## config.mk

```make
export PLATFORM = sky130hd
export DESIGN_NAME = drive_command_parser_flat
export DESIGN_NICKNAME = d
export VERILOG_FILES = /design/src/rtl/dcp_pkg.sv /design/src/rtl/dcp_in_if.sv /design/src/rtl/dcp_out_if.sv /design/src/rtl/drive_command_parser.sv /design/src/rtl/dcp_parser.sv /design/src/flat_wrapper.sv
export SDC_FILE = /design/constraint.sdc
export NUM_CORES = 1
export LEC_CHECK = 0
export BUFFER_PORTS_ARGS = -buffer_cell sky130_fd_sc_hd__buf_4
export CORE_UTILIZATION = 50
export CTS_CLUSTER_SIZE = 10
export DETAILED_ROUTE_END_ITERATION = 7
export HOLD_SLACK_MARGIN = 0.08
export PLACE_DENSITY = 0.68
export RECOVER_POWER = 50
export SLEW_MARGIN = 20
export SYNTH_ARGS = -nofsm -noshare
export SYNTH_HDL_FRONTEND = slang
export SYNTH_SLANG_ARGS = --single-unit
```

## constraint.sdc

```tcl
create_clock -name clk -period 5.83 [get_ports clk]
set_input_delay 0.583 -clock clk [delete_from_list [all_inputs] [get_ports clk]]
set_output_delay 0.583 -clock clk [all_outputs]
set_load 0.1 [all_outputs]
```

## src/rtl/dcp_pkg.sv

```systemverilog
package dcp_pkg;

  // result status codes
  localparam logic [2:0] STATUS_OK          = 3'd0;
  localparam logic [2:0] STATUS_WRONG_CMD   = 3'd1;
  localparam logic [2:0] STATUS_NO_LEFT     = 3'd2;
  localparam logic [2:0] STATUS_INCOMPLETE  = 3'd3;
  localparam logic [2:0] STATUS_SYNTAX      = 3'd4;

  // characters the parser looks for
  localparam logic [7:0] CH_NEWLINE = 8'h0a;
  localparam logic [7:0] CH_SPACE   = 8'h20;
  localparam logic [7:0] CH_EQUAL   = 8'h3d;
  localparam logic [7:0] CH_MINUS   = 8'h2d;
  localparam logic [7:0] CH_COMMA   = 8'h2c;
  localparam logic [7:0] CH_ZERO    = 8'h30;
  localparam logic [7:0] CH_NINE    = 8'h39;
  localparam logic [7:0] CH_UP_L    = 8'h4c;
  localparam logic [7:0] CH_UP_R    = 8'h52;
  localparam logic [7:0] CH_LOW_R   = 8'h72;
  localparam logic [7:0] CH_LOW_V   = 8'h76;

  localparam logic [9:0] MAX_MAG = 10'd100;

  // 255 * ceil(2^22 / 100): duty = (mag * DUTY_RECIP) >> 22, exact for mag <= 100
  localparam logic [23:0] DUTY_RECIP = 24'd10695720;
  localparam int          DUTY_SHIFT = 22;

  typedef enum logic [4:0] {
    ST_CMD   = 5'b00001,
    ST_V     = 5'b00010,
    ST_R     = 5'b00100,
    ST_VALUE = 5'b01000,
    ST_ERR   = 5'b10000
  } parse_state_t;

  typedef struct packed {
    logic [2:0] status;
    logic       drive_valid;
    logic       left_reverse;
    logic       right_reverse;
    logic [7:0] left_pwm;
    logic [7:0] right_pwm;
  } dcp_result_t;

  function automatic logic [7:0] duty_of(input logic [6:0] mag);
    logic [30:0] prod;
    prod = 31'(mag) * 31'(DUTY_RECIP);
    return prod[DUTY_SHIFT+7:DUTY_SHIFT];
  endfunction

endpackage

```

## src/rtl/dcp_in_if.sv

```systemverilog
interface dcp_in_if;
  logic       valid;
  logic       ready;
  logic       mode;
  logic [7:0] char_in;

  modport source (output valid, output mode, output char_in, input ready);
  modport sink (input valid, input mode, input char_in, output ready);
endinterface

```

## src/rtl/dcp_out_if.sv

```systemverilog
interface dcp_out_if;
  logic       valid;
  logic       ready;
  logic [2:0] status;
  logic       drive_valid;
  logic       left_reverse;
  logic       right_reverse;
  logic [7:0] left_pwm;
  logic [7:0] right_pwm;

  modport source (output valid, output status, output drive_valid, output left_reverse,
                  output right_reverse, output left_pwm, output right_pwm, input ready);
  modport sink (input valid, input status, input drive_valid, input left_reverse,
                input right_reverse, input left_pwm, input right_pwm, output ready);
endinterface

```

## src/rtl/drive_command_parser.sv

```systemverilog
// drive command parser: takes one request per character on in_chan, where
// mode 1 restarts the parser for a new command and mode 0 carries a byte in
// char_in. the accepted grammar is any number of "rv" pairs, then "LR", then
// two signed decimal values split by a comma, spaces and '=' skipped.
// every newline yields one status request on out_chan; a good line with both
// values also carries per-wheel reverse bits and pwm duty |v|*255/100.
// the result of a newline is presented on out_chan in the cycle after the
// newline is accepted. throughput: one character per cycle while
// in_chan.ready is high, set by the single parser state update and the duty
// multiply ahead of the result register. in_chan.ready is high whenever the
// result register is empty or is being emptied in the same cycle, so a
// stalled receiver holds the pending result and stops input only while that result waits.
// reset (rst_n low, synchronous) puts the parser in the command state with
// cleared values and empties the result register.
module drive_command_parser (
  input  logic          clk,
  input  logic          rst_n,
  dcp_in_if.sink        in_chan,
  dcp_out_if.source     out_chan
);

  logic                 in_fire;
  logic                 res_valid;
  dcp_pkg::dcp_result_t res;
  dcp_pkg::dcp_result_t out_r;
  logic                 out_valid_r;

  assign in_chan.ready = !out_valid_r || out_chan.ready;
  assign in_fire       = in_chan.valid && in_chan.ready;

  dcp_parser u_parser (
    .clk       (clk),
    .rst_n     (rst_n),
    .in_fire   (in_fire),
    .mode      (in_chan.mode),
    .char_in   (in_chan.char_in),
    .res_valid (res_valid),
    .res       (res)
  );

  always_ff @(posedge clk) begin
    if (!rst_n) begin
      out_valid_r <= 1'b0;
    end else if (in_fire) begin
      out_valid_r <= res_valid;
    end else if (out_chan.ready) begin
      out_valid_r <= 1'b0;
    end
  end

  always_ff @(posedge clk) begin
    if (in_fire && res_valid) begin
      out_r <= res;
    end
  end

  assign out_chan.valid         = out_valid_r;
  assign out_chan.status        = out_r.status;
  assign out_chan.drive_valid   = out_r.drive_valid;
  assign out_chan.left_reverse  = out_r.left_reverse;
  assign out_chan.right_reverse = out_r.right_reverse;
  assign out_chan.left_pwm      = out_r.left_pwm;
  assign out_chan.right_pwm     = out_r.right_pwm;

  // drive fields only travel with an ok status, and are zero otherwise
  a_drive_only_ok: assert property (@(posedge clk) disable iff (!rst_n)
    out_valid_r && out_r.drive_valid |-> out_r.status == dcp_pkg::STATUS_OK)
    else $error("drive fields with non-ok status");

  a_no_drive_zero: assert property (@(posedge clk) disable iff (!rst_n)
    out_valid_r && !out_r.drive_valid |->
      !out_r.left_reverse && !out_r.right_reverse &&
      out_r.left_pwm == 8'd0 && out_r.right_pwm == 8'd0)
    else $error("drive fields set without drive_valid");

  // a restart never produces a result
  a_restart_silent: assert property (@(posedge clk) disable iff (!rst_n)
    in_fire && in_chan.mode && out_chan.ready |=> !out_valid_r)
    else $error("result after restart request");

  a_status_range: assert property (@(posedge clk) disable iff (!rst_n)
    out_valid_r |-> out_r.status <= dcp_pkg::STATUS_SYNTAX)
    else $error("status code out of range");

endmodule

```

## src/rtl/dcp_parser.sv

```systemverilog
module dcp_parser (
  input  logic                clk,
  input  logic                rst_n,
  input  logic                in_fire,
  input  logic                mode,
  input  logic [7:0]          char_in,
  output logic                res_valid,
  output dcp_pkg::dcp_result_t res
);

  dcp_pkg::parse_state_t st_r, st_nxt;
  logic [9:0] acc_r, acc_nxt;
  logic       neg_r, neg_nxt;
  logic [6:0] left_mag_r, left_mag_nxt;
  logic       left_rev_r, left_rev_nxt;
  logic       left_present_r, left_present_nxt;

  logic       is_nl;
  logic       is_digit;
  logic [3:0] digit;
  logic [9:0] acc_digit;
  logic       cur_rev;

  assign is_nl     = (char_in == dcp_pkg::CH_NEWLINE);
  assign is_digit  = (char_in >= dcp_pkg::CH_ZERO) && (char_in <= dcp_pkg::CH_NINE);
  assign digit     = 4'(char_in - dcp_pkg::CH_ZERO);
  assign acc_digit = 10'(acc_r * 10'd10 + 10'(digit));
  // accumulator stays at or below 100 while a value is read, so 7 bits carry it
  assign cur_rev   = neg_r && (acc_r[6:0] != 7'd0);

  always_comb begin
    st_nxt           = st_r;
    acc_nxt          = acc_r;
    neg_nxt          = neg_r;
    left_mag_nxt     = left_mag_r;
    left_rev_nxt     = left_rev_r;
    left_present_nxt = left_present_r;
    res_valid        = 1'b0;
    res              = '0;

    if (mode) begin
      st_nxt           = dcp_pkg::ST_CMD;
      acc_nxt          = '0;
      neg_nxt          = 1'b0;
      left_mag_nxt     = '0;
      left_rev_nxt     = 1'b0;
      left_present_nxt = 1'b0;
    end else begin
      unique case (st_r)
        dcp_pkg::ST_CMD: begin
          priority if (char_in == dcp_pkg::CH_UP_L) begin
            st_nxt = dcp_pkg::ST_R;
          end else if (char_in == dcp_pkg::CH_LOW_R) begin
            st_nxt = dcp_pkg::ST_V;
          end else if (is_nl) begin
            res_valid  = 1'b1;
            res.status = dcp_pkg::STATUS_WRONG_CMD;
          end else begin
            st_nxt = dcp_pkg::ST_ERR;
          end
        end
        dcp_pkg::ST_V: begin
          priority if (char_in == dcp_pkg::CH_LOW_V) begin
            st_nxt = dcp_pkg::ST_CMD;
          end else if (is_nl) begin
            res_valid  = 1'b1;
            res.status = dcp_pkg::STATUS_INCOMPLETE;
          end else begin
            st_nxt = dcp_pkg::ST_ERR;
          end
        end
        dcp_pkg::ST_R: begin
          priority if (char_in == dcp_pkg::CH_UP_R) begin
            st_nxt = dcp_pkg::ST_VALUE;
          end else if (is_nl) begin
            res_valid  = 1'b1;
            res.status = dcp_pkg::STATUS_INCOMPLETE;
          end else begin
            st_nxt = dcp_pkg::ST_ERR;
          end
        end
        dcp_pkg::ST_VALUE: begin
          priority if (is_digit) begin
            acc_nxt = acc_digit;
            if (acc_digit > dcp_pkg::MAX_MAG) begin
              st_nxt = dcp_pkg::ST_ERR;
            end
          end else if (char_in == dcp_pkg::CH_SPACE || char_in == dcp_pkg::CH_EQUAL) begin
            st_nxt = st_r;
          end else if (char_in == dcp_pkg::CH_MINUS) begin
            neg_nxt = 1'b1;
          end else if (char_in == dcp_pkg::CH_COMMA) begin
            if (left_present_r) begin
              st_nxt = dcp_pkg::ST_ERR;
            end else begin
              left_mag_nxt     = acc_r[6:0];
              left_rev_nxt     = cur_rev;
              left_present_nxt = 1'b1;
              acc_nxt          = '0;
              neg_nxt          = 1'b0;
            end
          end else if (is_nl) begin
            res_valid = 1'b1;
            if (!left_present_r) begin
              res.status = dcp_pkg::STATUS_NO_LEFT;
            end else begin
              res.status        = dcp_pkg::STATUS_OK;
              res.drive_valid   = 1'b1;
              res.left_reverse  = left_rev_r;
              res.right_reverse = cur_rev;
              res.left_pwm      = dcp_pkg::duty_of(left_mag_r);
              res.right_pwm     = dcp_pkg::duty_of(acc_r[6:0]);
            end
          end else begin
            st_nxt = dcp_pkg::ST_ERR;
          end
        end
        default: begin
          // error state and any stray code: drop everything up to newline
          st_nxt = dcp_pkg::ST_ERR;
          if (is_nl) begin
            res_valid  = 1'b1;
            res.status = dcp_pkg::STATUS_SYNTAX;
          end
        end
      endcase
    end
  end

  always_ff @(posedge clk) begin
    if (!rst_n) begin
      st_r           <= dcp_pkg::ST_CMD;
      acc_r          <= '0;
      neg_r          <= 1'b0;
      left_mag_r     <= '0;
      left_rev_r     <= 1'b0;
      left_present_r <= 1'b0;
    end else if (in_fire) begin
      st_r           <= st_nxt;
      acc_r          <= acc_nxt;
      neg_r          <= neg_nxt;
      left_mag_r     <= left_mag_nxt;
      left_rev_r     <= left_rev_nxt;
      left_present_r <= left_present_nxt;
    end
  end

endmodule

```

## src/flat_wrapper.sv

```systemverilog
// flat-port wrapper written by rule: the top's interface ports become plain ports
module drive_command_parser_flat 
  (clk, rst_n, in_chan_valid, in_chan_mode, in_chan_char_in, in_chan_ready, out_chan_valid, out_chan_status, out_chan_drive_valid, out_chan_left_reverse, out_chan_right_reverse, out_chan_left_pwm, out_chan_right_pwm, out_chan_ready);
  dcp_in_if in_chan_i ();
  dcp_out_if out_chan_i ();
  input  logic clk;
  input  logic rst_n;
  input wire logic [$bits(in_chan_i.valid)-1:0] in_chan_valid;
  input wire logic [$bits(in_chan_i.mode)-1:0] in_chan_mode;
  input wire logic [$bits(in_chan_i.char_in)-1:0] in_chan_char_in;
  output wire logic [$bits(in_chan_i.ready)-1:0] in_chan_ready;
  output wire logic [$bits(out_chan_i.valid)-1:0] out_chan_valid;
  output wire logic [$bits(out_chan_i.status)-1:0] out_chan_status;
  output wire logic [$bits(out_chan_i.drive_valid)-1:0] out_chan_drive_valid;
  output wire logic [$bits(out_chan_i.left_reverse)-1:0] out_chan_left_reverse;
  output wire logic [$bits(out_chan_i.right_reverse)-1:0] out_chan_right_reverse;
  output wire logic [$bits(out_chan_i.left_pwm)-1:0] out_chan_left_pwm;
  output wire logic [$bits(out_chan_i.right_pwm)-1:0] out_chan_right_pwm;
  input wire logic [$bits(out_chan_i.ready)-1:0] out_chan_ready;
  assign in_chan_i.valid = in_chan_valid;
  assign in_chan_i.mode = in_chan_mode;
  assign in_chan_i.char_in = in_chan_char_in;
  assign in_chan_ready = in_chan_i.ready;
  assign out_chan_valid = out_chan_i.valid;
  assign out_chan_status = out_chan_i.status;
  assign out_chan_drive_valid = out_chan_i.drive_valid;
  assign out_chan_left_reverse = out_chan_i.left_reverse;
  assign out_chan_right_reverse = out_chan_i.right_reverse;
  assign out_chan_left_pwm = out_chan_i.left_pwm;
  assign out_chan_right_pwm = out_chan_i.right_pwm;
  assign out_chan_i.ready = out_chan_ready;
  drive_command_parser u_core (.clk(clk), .rst_n(rst_n), .in_chan(in_chan_i), .out_chan(out_chan_i));
endmodule
```

==> results of run 1 <==
synthesized netlist by cell type, drive strengths merged, types with 3 or more instances:
cell type | n | share of area [%]
o31ai | 4 | 0.63
dfxtp | 25 | 9.0
fa | 29 | 10
ha | 122 | 27
and4 | 4 | 0.63
inv | 99 | 6.6
a211oi | 10 | 1.3
nor2 | 57 | 3.8
xnor2 | 19 | 3.0
a31oi | 5 | 0.56
o21bai | 3 | 0.40
a21o | 8 | 1.1
or2 | 5 | 0.56
nand4 | 6 | 0.67
nand2 | 25 | 1.7
clkbuf | 11 | 0.74
nor3 | 23 | 2.1
nand2b | 4 | 0.45
nor2b | 7 | 0.78
and3 | 6 | 0.67
o21a | 3 | 0.43
a21oi | 43 | 3.9
edfxtp | 22 | 12
and2 | 8 | 0.90
o211ai | 3 | 0.40
xor2 | 13 | 2.0
or3 | 7 | 0.87
o21ai | 24 | 2.4
nand3 | 19 | 1.7
layer usage:
metal,vias to the layer above,global-route usage [%]
met1,2049,27.1
met2,97,38.5
met3,9,2.48
li1,2258,-
met4,0,3.03
met5,-,0
worst min-delay path: cells and delay by family (launching register included):
family | cells | cell delay (ps)
flip-flops | 1 | 320
AO/OA/AOI/OAI | 2 | 130
where the power goes:
part / internal, W / total, W / switching (W)
combinational: 0.0000135 / 0.0000398 / 0.0000263
sequential: 0.000343 / 0.000344 / 0.00000155
clock: 0.000141 / 0.000253 / 0.000112
total: 0.000497 / 0.000637 / 0.000140
worst min-delay path by stage:
stage	from	end	slack, ps	cells after the start
after global routing	u_core.u_parser.neg_r	u_core.u_parser.neg_r	520	2
after global placement	u_core.u_parser.neg_r	u_core.u_parser.neg_r	460	2
after CTS	u_core.u_parser.neg_r	u_core.u_parser.neg_r	490	2
after detailed placement	u_core.u_parser.neg_r	u_core.u_parser.neg_r	470	2
after floorplan	u_core.u_parser.left_rev_r	u_core.u_parser.left_rev_r	450	2
final	u_core.u_parser.neg_r	u_core.u_parser.neg_r	490	2
area by class of cell:
cell class / count / share of cell area (%)
clock buffer: 6 / 1.38
clock inverter: 2 / 0.646
inverter: 99 / 6.19
multi-input combinational: 479 / 66.8
sequential: 47 / 19.3
tap: 140 / 2.92
timing repair buffer: 36 / 2.75
flip-flops by register name (all words and copies together) (netlist names), 3 cells and up:
name                        cells
u_core.out_chan.left_pwm        8
u_core.out_chan.right_pwm       8
u_core.out_chan.status          3
u_core.u_parser.acc_r           9
u_core.u_parser.left_mag_r      7
u_core.u_parser.st_r            5
through the flow:
step	cell area (µm²)	hold WS [ps]	setup WS, ps
5_1_grt	6010	524	953
2_1_floorplan	5590	448	1500
3_3_place_gp	5990	459	1300
4_1_cts	6110	487	1170
3_5_place_dp	5990	474	1190
6_report	6010	487	1190
cells by family after synthesis:
kind of cell / count (synthesis) / synth area share [%]
fa+ha+maj: 151 / 37.7
flops: 47 / 20.8
compound gates: 116 / 13.0
simple gates: 180 / 16.0
xor+xnor: 32 / 5.01
buf+inv: 111 / 7.48
==> impl.org, run 1 <==
** Logic synthesis
- Async S/R FF share, synth :: 0%
- For this run, the register share of the synthesized area comes to between 20 and 25%.
- Dominant register cell in the synthesized netlist :: dfxtp_1
- Synthesized area per cell :: 8.78 µm²
- Yosys printed 0 warnings.
- The synthesized design contains 47 register bits.
- Number of enable flip-flop cells after synthesis :: 22
- Post-synth cell types :: between 50 and 60
- Post-synthesis cell count :: approximately 640
- Post-Synthesis Net Count :: 801
- The cell area that synthesis handed to floorplanning was ~5600 µm².

** Worst setup path
- Kind of capture point of the worst setup path :: register
- Total buffers and inverters traversed by the critical path :: 3
- Peak per-stage delay on the critical path :: ~530 ps
- The critical path runs through a total of 17 cells.
- By startpoint and endpoint, the worst setup path is classified as register to register.
- Crit path to :: u_core.out_chan.right_pwm[6]
- Cells along the critical path :: inv_1, ha_1, fa_1, ha_1, inv_1, fa_1, inv_1, ha_1, and4_1, o21ai_1, a21oi_1, or3_1, o31a_1, a211o_1, a31oi_1, xor2_1, nor2_1
- Critical Path Source Type :: register
- Start point of the critical path :: u_core.u_parser.acc_r[5]
- In this run the critical register-to-register path is launched from u_core.u_parser.acc_r[5].
- Data on the critical path is required at its endpoint by 5870 ps.
- Register-to-Register Setup Slack :: about 1200 ps
- Critical path data arrival time :: 4670 ps
- Broken down by cell family, the worst path's largest delay share belongs to adder cells.
- End of the worst register-to-register path :: u_core.out_chan.right_pwm[6]
- Count of cells along the worst register-to-register path :: 17
- The largest individual stage delay along the critical path comes from the cell fa_1.
- In this run the worst path has a maximum fanout of 8.

** Routing
- Post-DRT Antenna Nets :: 0
- Routed len/inst :: 14.3 µm
- Total wire length :: around 12000 µm
- For this run, design rule violations remaining after detail routing come to 0.
- Iteration-0 DRC Markers :: between 150 and 200
- Highest metal layer with signal wires :: met4
- Number of vias in the routed layout :: around 4400
- Using the TritonRoute via totals, the vias-per-cell ratio works out to roughly 5.5.
- Amount of wire on met3 after detailed routing :: roughly 380 µm
- Met2 wire length :: about 5600 µm
- Met1 Wirelength :: around 5500 µm
- Pre-antenna DRT Iters :: 5

** Floorplanning
- Die span in x :: about 110 µm
- Area of the die :: 11600 µm²
- Standard-cell row count :: 38
- Floorplan Core Area :: approximately 11000 µm²
- In this run the count of I/O pins placed on the die edge is 37.
- Measured along the y axis, the die boundary spans roughly 110 µm.
- Initial core utilization :: just over 50%

** Power
- Power per Cell Area :: about 110 nW/µm²
- Worst supply voltage drop on vdd :: a little under 0.1 mV
- Overall power consumption after layout is estimated at 0.000637 W.
- Summed over all cells, the static leakage comes to approximately 3.1 nW.

** Layout
- 0 antenna diodes ended up in the layout.
- FF/Latch Area :: 1160 µm²
- The count of cells in the finished layout, fillers not included, comes to approximately 800.
- Cells with a size suffix above 1 make up ~4.0% of the layout.
- Summing all multi-input logic gate instances after layout gives 4010 µm².
- In the final design database the tool counted 832 nets.
- Fill cell total of the finished layout :: between 1000 and 1500
- Once layout is complete, the utilization of the core stands at 55.2%.
- The library cell used most frequently in the layout, excluding fill and tap cells, is ha_1.
- Top library cells by usage in the layout, fill and taps aside :: 122 x ha_1, 99 x inv_1, 57 x nor2_1
- Compared with the post-synthesis result, the final layout area differs by 7.43%.

** Placement
- Number of buffers inserted by port buffering :: 36
- Placed cell count :: approximately 800
- HPWL Detailed :: a little under 10000 µm
- Routability-driven placement finished with a final weighted congestion of roughly 0.85.

** Global routing
- Remaining global-route overflow :: 0
- Vias in the first global route :: around 4400
- Entering global routing, the biggest net connects 23 pins.
- The first global-routing pass estimated roughly 20000 µm of wire.
- In the global route stage, overall resource usage came out at about a fifth.
- The initial antenna violation count is 0.

** STA
- After routing, the total negative slack on setup checks comes to 0 ps.
- Actual slew at the worst max-slew pin :: between 1500 and 2000 ps
- Worst Clk Skew :: between 3 and 4 ps
- Measured against its own limit, the worst slew margin works out to -16.5%.
- The worst path uses around four fifths of the clock period.
- Count of final max-slew check failures :: 19
- For this run, the top clock speed supported by timing is 216 MHz.
- Crit path time final :: ~4600 ps
- Setup repair after global routing missed its margin :: no
- Setup violations remaining at the end of the flow were counted as 0.
- The final hold violation count came to 0.

** Clock network
- Library cell used as clock root buffer :: clkbuf_8
- Clock-pin slew reported for the worst setup and hold paths after clock tree synthesis :: 90 ps
- Clock latency on the worst-skew pair, taken at its later pin, is roughly 300 ps.
- Clock tree from TritonCTS :: yes
- TritonCTS Buffers :: 5
- The number of setup buffers added after CTS is 0.
- Post-cts hold buffer count :: 0
- Once the clock tree was built, the resizer swapped 0 gates to a different size.
- Clock Tree Buf Depth :: 2
- Number of H-tree levels :: 2
- The clock net in this run drives a total of 47 sinks.

** Job
- Across the run, the number of max-cap violations was 2.

** Outcome
- Violated checks :: capacitance limit, slew limit
- The run finished, with violations left.

** Hold path
- In this run the worst hold path is classified as register to register.
No activity file was read; power rests on OpenSTA's default activity.
==> run 2, diff against run 1 <==
clock period = 4.3 ns   (was 5.83 ns; I/O delays follow)
==> impl.org, run 2 (synthesis results as in run 1) <==
** Placement
- Gp weighted congestion :: around 0.89
- The number of placed instances, taps included, is between 800 and 900.
- Number of buffers inserted by port buffering :: 36
- Once detailed placement completed, the half-perimeter wirelength came to ~10000 µm.
- Before CTS, the worst setup slack after placement is -126 ps.

** Clock network
- Number of H-tree levels :: 2
- Clock insertion delay at the later pin of the skew report :: between 300 and 400 ps
- TritonCTS Buffers :: 5
- The clock net in this run drives a total of 47 sinks.
- Post-cts hold buffer count :: 0
- Clock-pin slew reported for the worst setup and hold paths after clock tree synthesis :: roughly 100 ps
- TritonCTS built the clock tree.
- Library cell used as clock root buffer :: clkbuf_8
- Clock Tree Buf Depth :: 2

** Worst setup path
- STA puts the critical path data required time at 4340 ps.
- STA classifies the critical path startpoint as a register.
- STA classifies the critical path endpoint as a register.
- Data arrives at the worst endpoint at 4280 ps.
- End of the worst register-to-register path :: u_core.out_chan.right_pwm[4]
- The setup check on the worst reg-to-reg path leaves a slack of 60 ps.
- Crit Reg-Reg Startpoint :: u_core.u_parser.acc_r[4]
- In this run the worst path has a maximum fanout of 5.
- Worst setup path category :: register to register
- Measured in cells, the most critical reg-to-reg path has a length of 18.

** Global routing
- Global routing consumed, on the met3 layer, 2.24% of the routing resources.
- Summed over all layers, the global routing overflow is 0.
- For this run, the total global-route usage over all layers was measured as 22.0%.
- The first global-routing pass estimated about 20000 µm of wire.
- Global routing consumed, on the met1 layer, a little over a quarter of the routing resources.
- Maximum number of pins on one net before global-route repair :: 23
- The via count of the first global-routing pass was 4618.
- Initial antenna violation count :: 0
- Met2 track utilization from global routing :: about two fifths
- Most congested layer reported by global routing :: met2

** Floorplanning
- Die span in x :: approximately 110 µm
- In this run the core area contains 38 standard-cell rows.
- Initial core utilization :: 51.3%
- Floorplan die height :: about 110 µm
- Count of pins on the block boundary :: 37
- Floorplan Core Area :: 10900 µm²
- Area of the die :: 11600 µm²

** STA
- For the final database, setup skew stands at ~12 ps.
- Timing would allow up to 236 MHz.
- The final-report max-slew violation count came to 19.
- Final setup TNS :: 0 ps
- Setup violations remaining at the end of the flow were counted as 0.
- The worst path needs about 4200 ps of the cycle, external delays included.
- Slew Limit Headroom :: -9.65%
- Across all setup checks in the final design, the least slack found is between 50 and 60 ps.
- The final hold violation count came to 0.
- After layout, the worst path uses a little over nine tenths of the clock period.
- For the pin with the worst max-slew slack, the measured transition is 1630 ps.
- Setup repair after global routing missed its margin :: yes

** Layout
- The register with the most flip-flops in the layout has 9 of them.
- Register with the most flip-flops :: u_core.u_parser.acc_r
- Most common library cell in the layout ignoring fill and taps :: ha_1
- Number of nets in the finished design :: between 800 and 900
- Measured on the finished design, the core utilization comes to between 50% and 60%.
- Fill cell total of the finished layout :: approximately 960
- The post-route netlist has a little over a tenth of its cells at a drive strength greater than 1.
- The area growth from synthesis to layout is 12.3%.
- Non-filler instance count after layout :: around 830
- The number of antenna diodes in the final layout is 0.
- The library cells used most frequently in the layout, excluding fill and tap cells, are 114 x ha_1, 96 x inv_1, 56 x nor2_1.

** Power
- For this design the static power due to leakage is about 3.2 nW.
- Worst supply voltage drop on vdd :: 0.0964 mV
- For this design the ratio of total power to cell area is about 130 nW/µm².

** Hold path
- The tightest min-delay check is of the primary input to register type.
- Hold path endpoint :: u_core.u_parser.st_r[0]
- Along the worst hold path, the cell count comes to 2.
- The startpoint identified for the worst hold timing path is rst_n.

** Routing
- In this run, the number of DRC markers left after iteration 0 of detailed routing was 134.
- Once detail routing completed, the nets flagged for antenna violations numbered 0.
- In the routed layout, each cell is associated on average with a via count of roughly 5.5.
- The routed layout has about 4600 vias.
- Pre-antenna DRT Iters :: 4
- Post-route DRC :: 0
- Routed len/inst :: around 15 µm
- Total wire length :: roughly 12000 µm

** Job
- The tool flagged a number of max-cap violations equal to 1.

** Outcome
- Outcome :: finished, violations left
- Violated checks :: capacitance limit, slew limit
==> run 2: changes by cell type in the layout (fill, tap and decap cells not counted), sizes merged <==
cell / previous run / this run
buf: 8 / 33
bufinv: 1 / 0
inv: 100 / 101
clkbuf: 34 / 31
clkinv: 0 / 1
==> run 2: how the worst max path moves through the flow <==
stage                                         to                     start  slack [ps]  cells after the start
CTS                 u_core.out_chan.right_pwm[6]  u_core.u_parser.acc_r[4]           9                     17
detailed placement  u_core.out_chan.right_pwm[6]  u_core.u_parser.acc_r[4]        -130                     17
finish              u_core.out_chan.right_pwm[4]  u_core.u_parser.acc_r[4]          60                     18
global route        u_core.out_chan.right_pwm[6]  u_core.u_parser.acc_r[4]        -120                     17
global placement    u_core.out_chan.right_pwm[6]  u_core.u_parser.acc_r[4]         -30                     17
floorplan           u_core.out_chan.right_pwm[6]  u_core.u_parser.acc_r[6]          20                     16
==> run 2: area by class of cell <==
class	count	area (µm²)	share of cell area, %
Timing Repair Buffer	59	345	5.50
Multi-Input combinational cell	479	4120	65.6
Clock buffer	5	68.8	1.10
Tap cell	140	175	2.79
Clock inverter	3	22.5	0.359
Sequential cell	47	1170	18.7
Inverter	99	374	5.96
==> run 2: layer usage <==
metal / vias to the layer above / wire length, µm / part of all wire (%)
met5: - / 0 / 0
met4: 0 / 120 / 0.99
met3: 13 / 428 / 3.5
met2: 79 / 5980 / 49
met1: 2158 / 5550 / 46
li1: 2300 / - / -
==> run 2: per-stage QoR <==
| stage | total power [W] | area (µm²) | hold slack [ps] |
|---|---|---|---|
| 4_1_cts | 0.000815 | 6280 | 358 |
| 3_5_place_dp | 0.000532 | 6150 | 481 |
| 5_1_grt | 0.000837 | 6280 | 371 |
| 6_report | 0.000806 | 6280 | 363 |
| 2_1_floorplan | 0.000513 | 5590 | 448 |
| 3_3_place_gp | 0.000532 | 6150 | 459 |
==> run 2: repair_timing <==
action                     CTS  global route
gates resized for setup      5            18
setup endpoints to repair    2             5
buffers inserted             1             1
pin swaps                    5             2
==> run 2: worst max-delay path, stage by stage (launching register included) <==
cell and delay (ps):
dfxtp_4 400, inv_4 40, ha_4 240, fa_1 460, ha_1 310, inv_2 40, fa_1 550, inv_2 50
ha_4 210, and4_1 190, o21ai_1 130, a21oi_1 80, or3_1 310, o31a_1 260, a211o_1 280, buf_4 130
buf_4 120, xnor2_1 130, nor2_1 50
==> run 2: report_power, final <==
part           internal [W]  switching, W
combinational     0.0000194     0.0000359
sequential         0.000463    0.00000190
clock              0.000118      0.000168
total              0.000601      0.000205
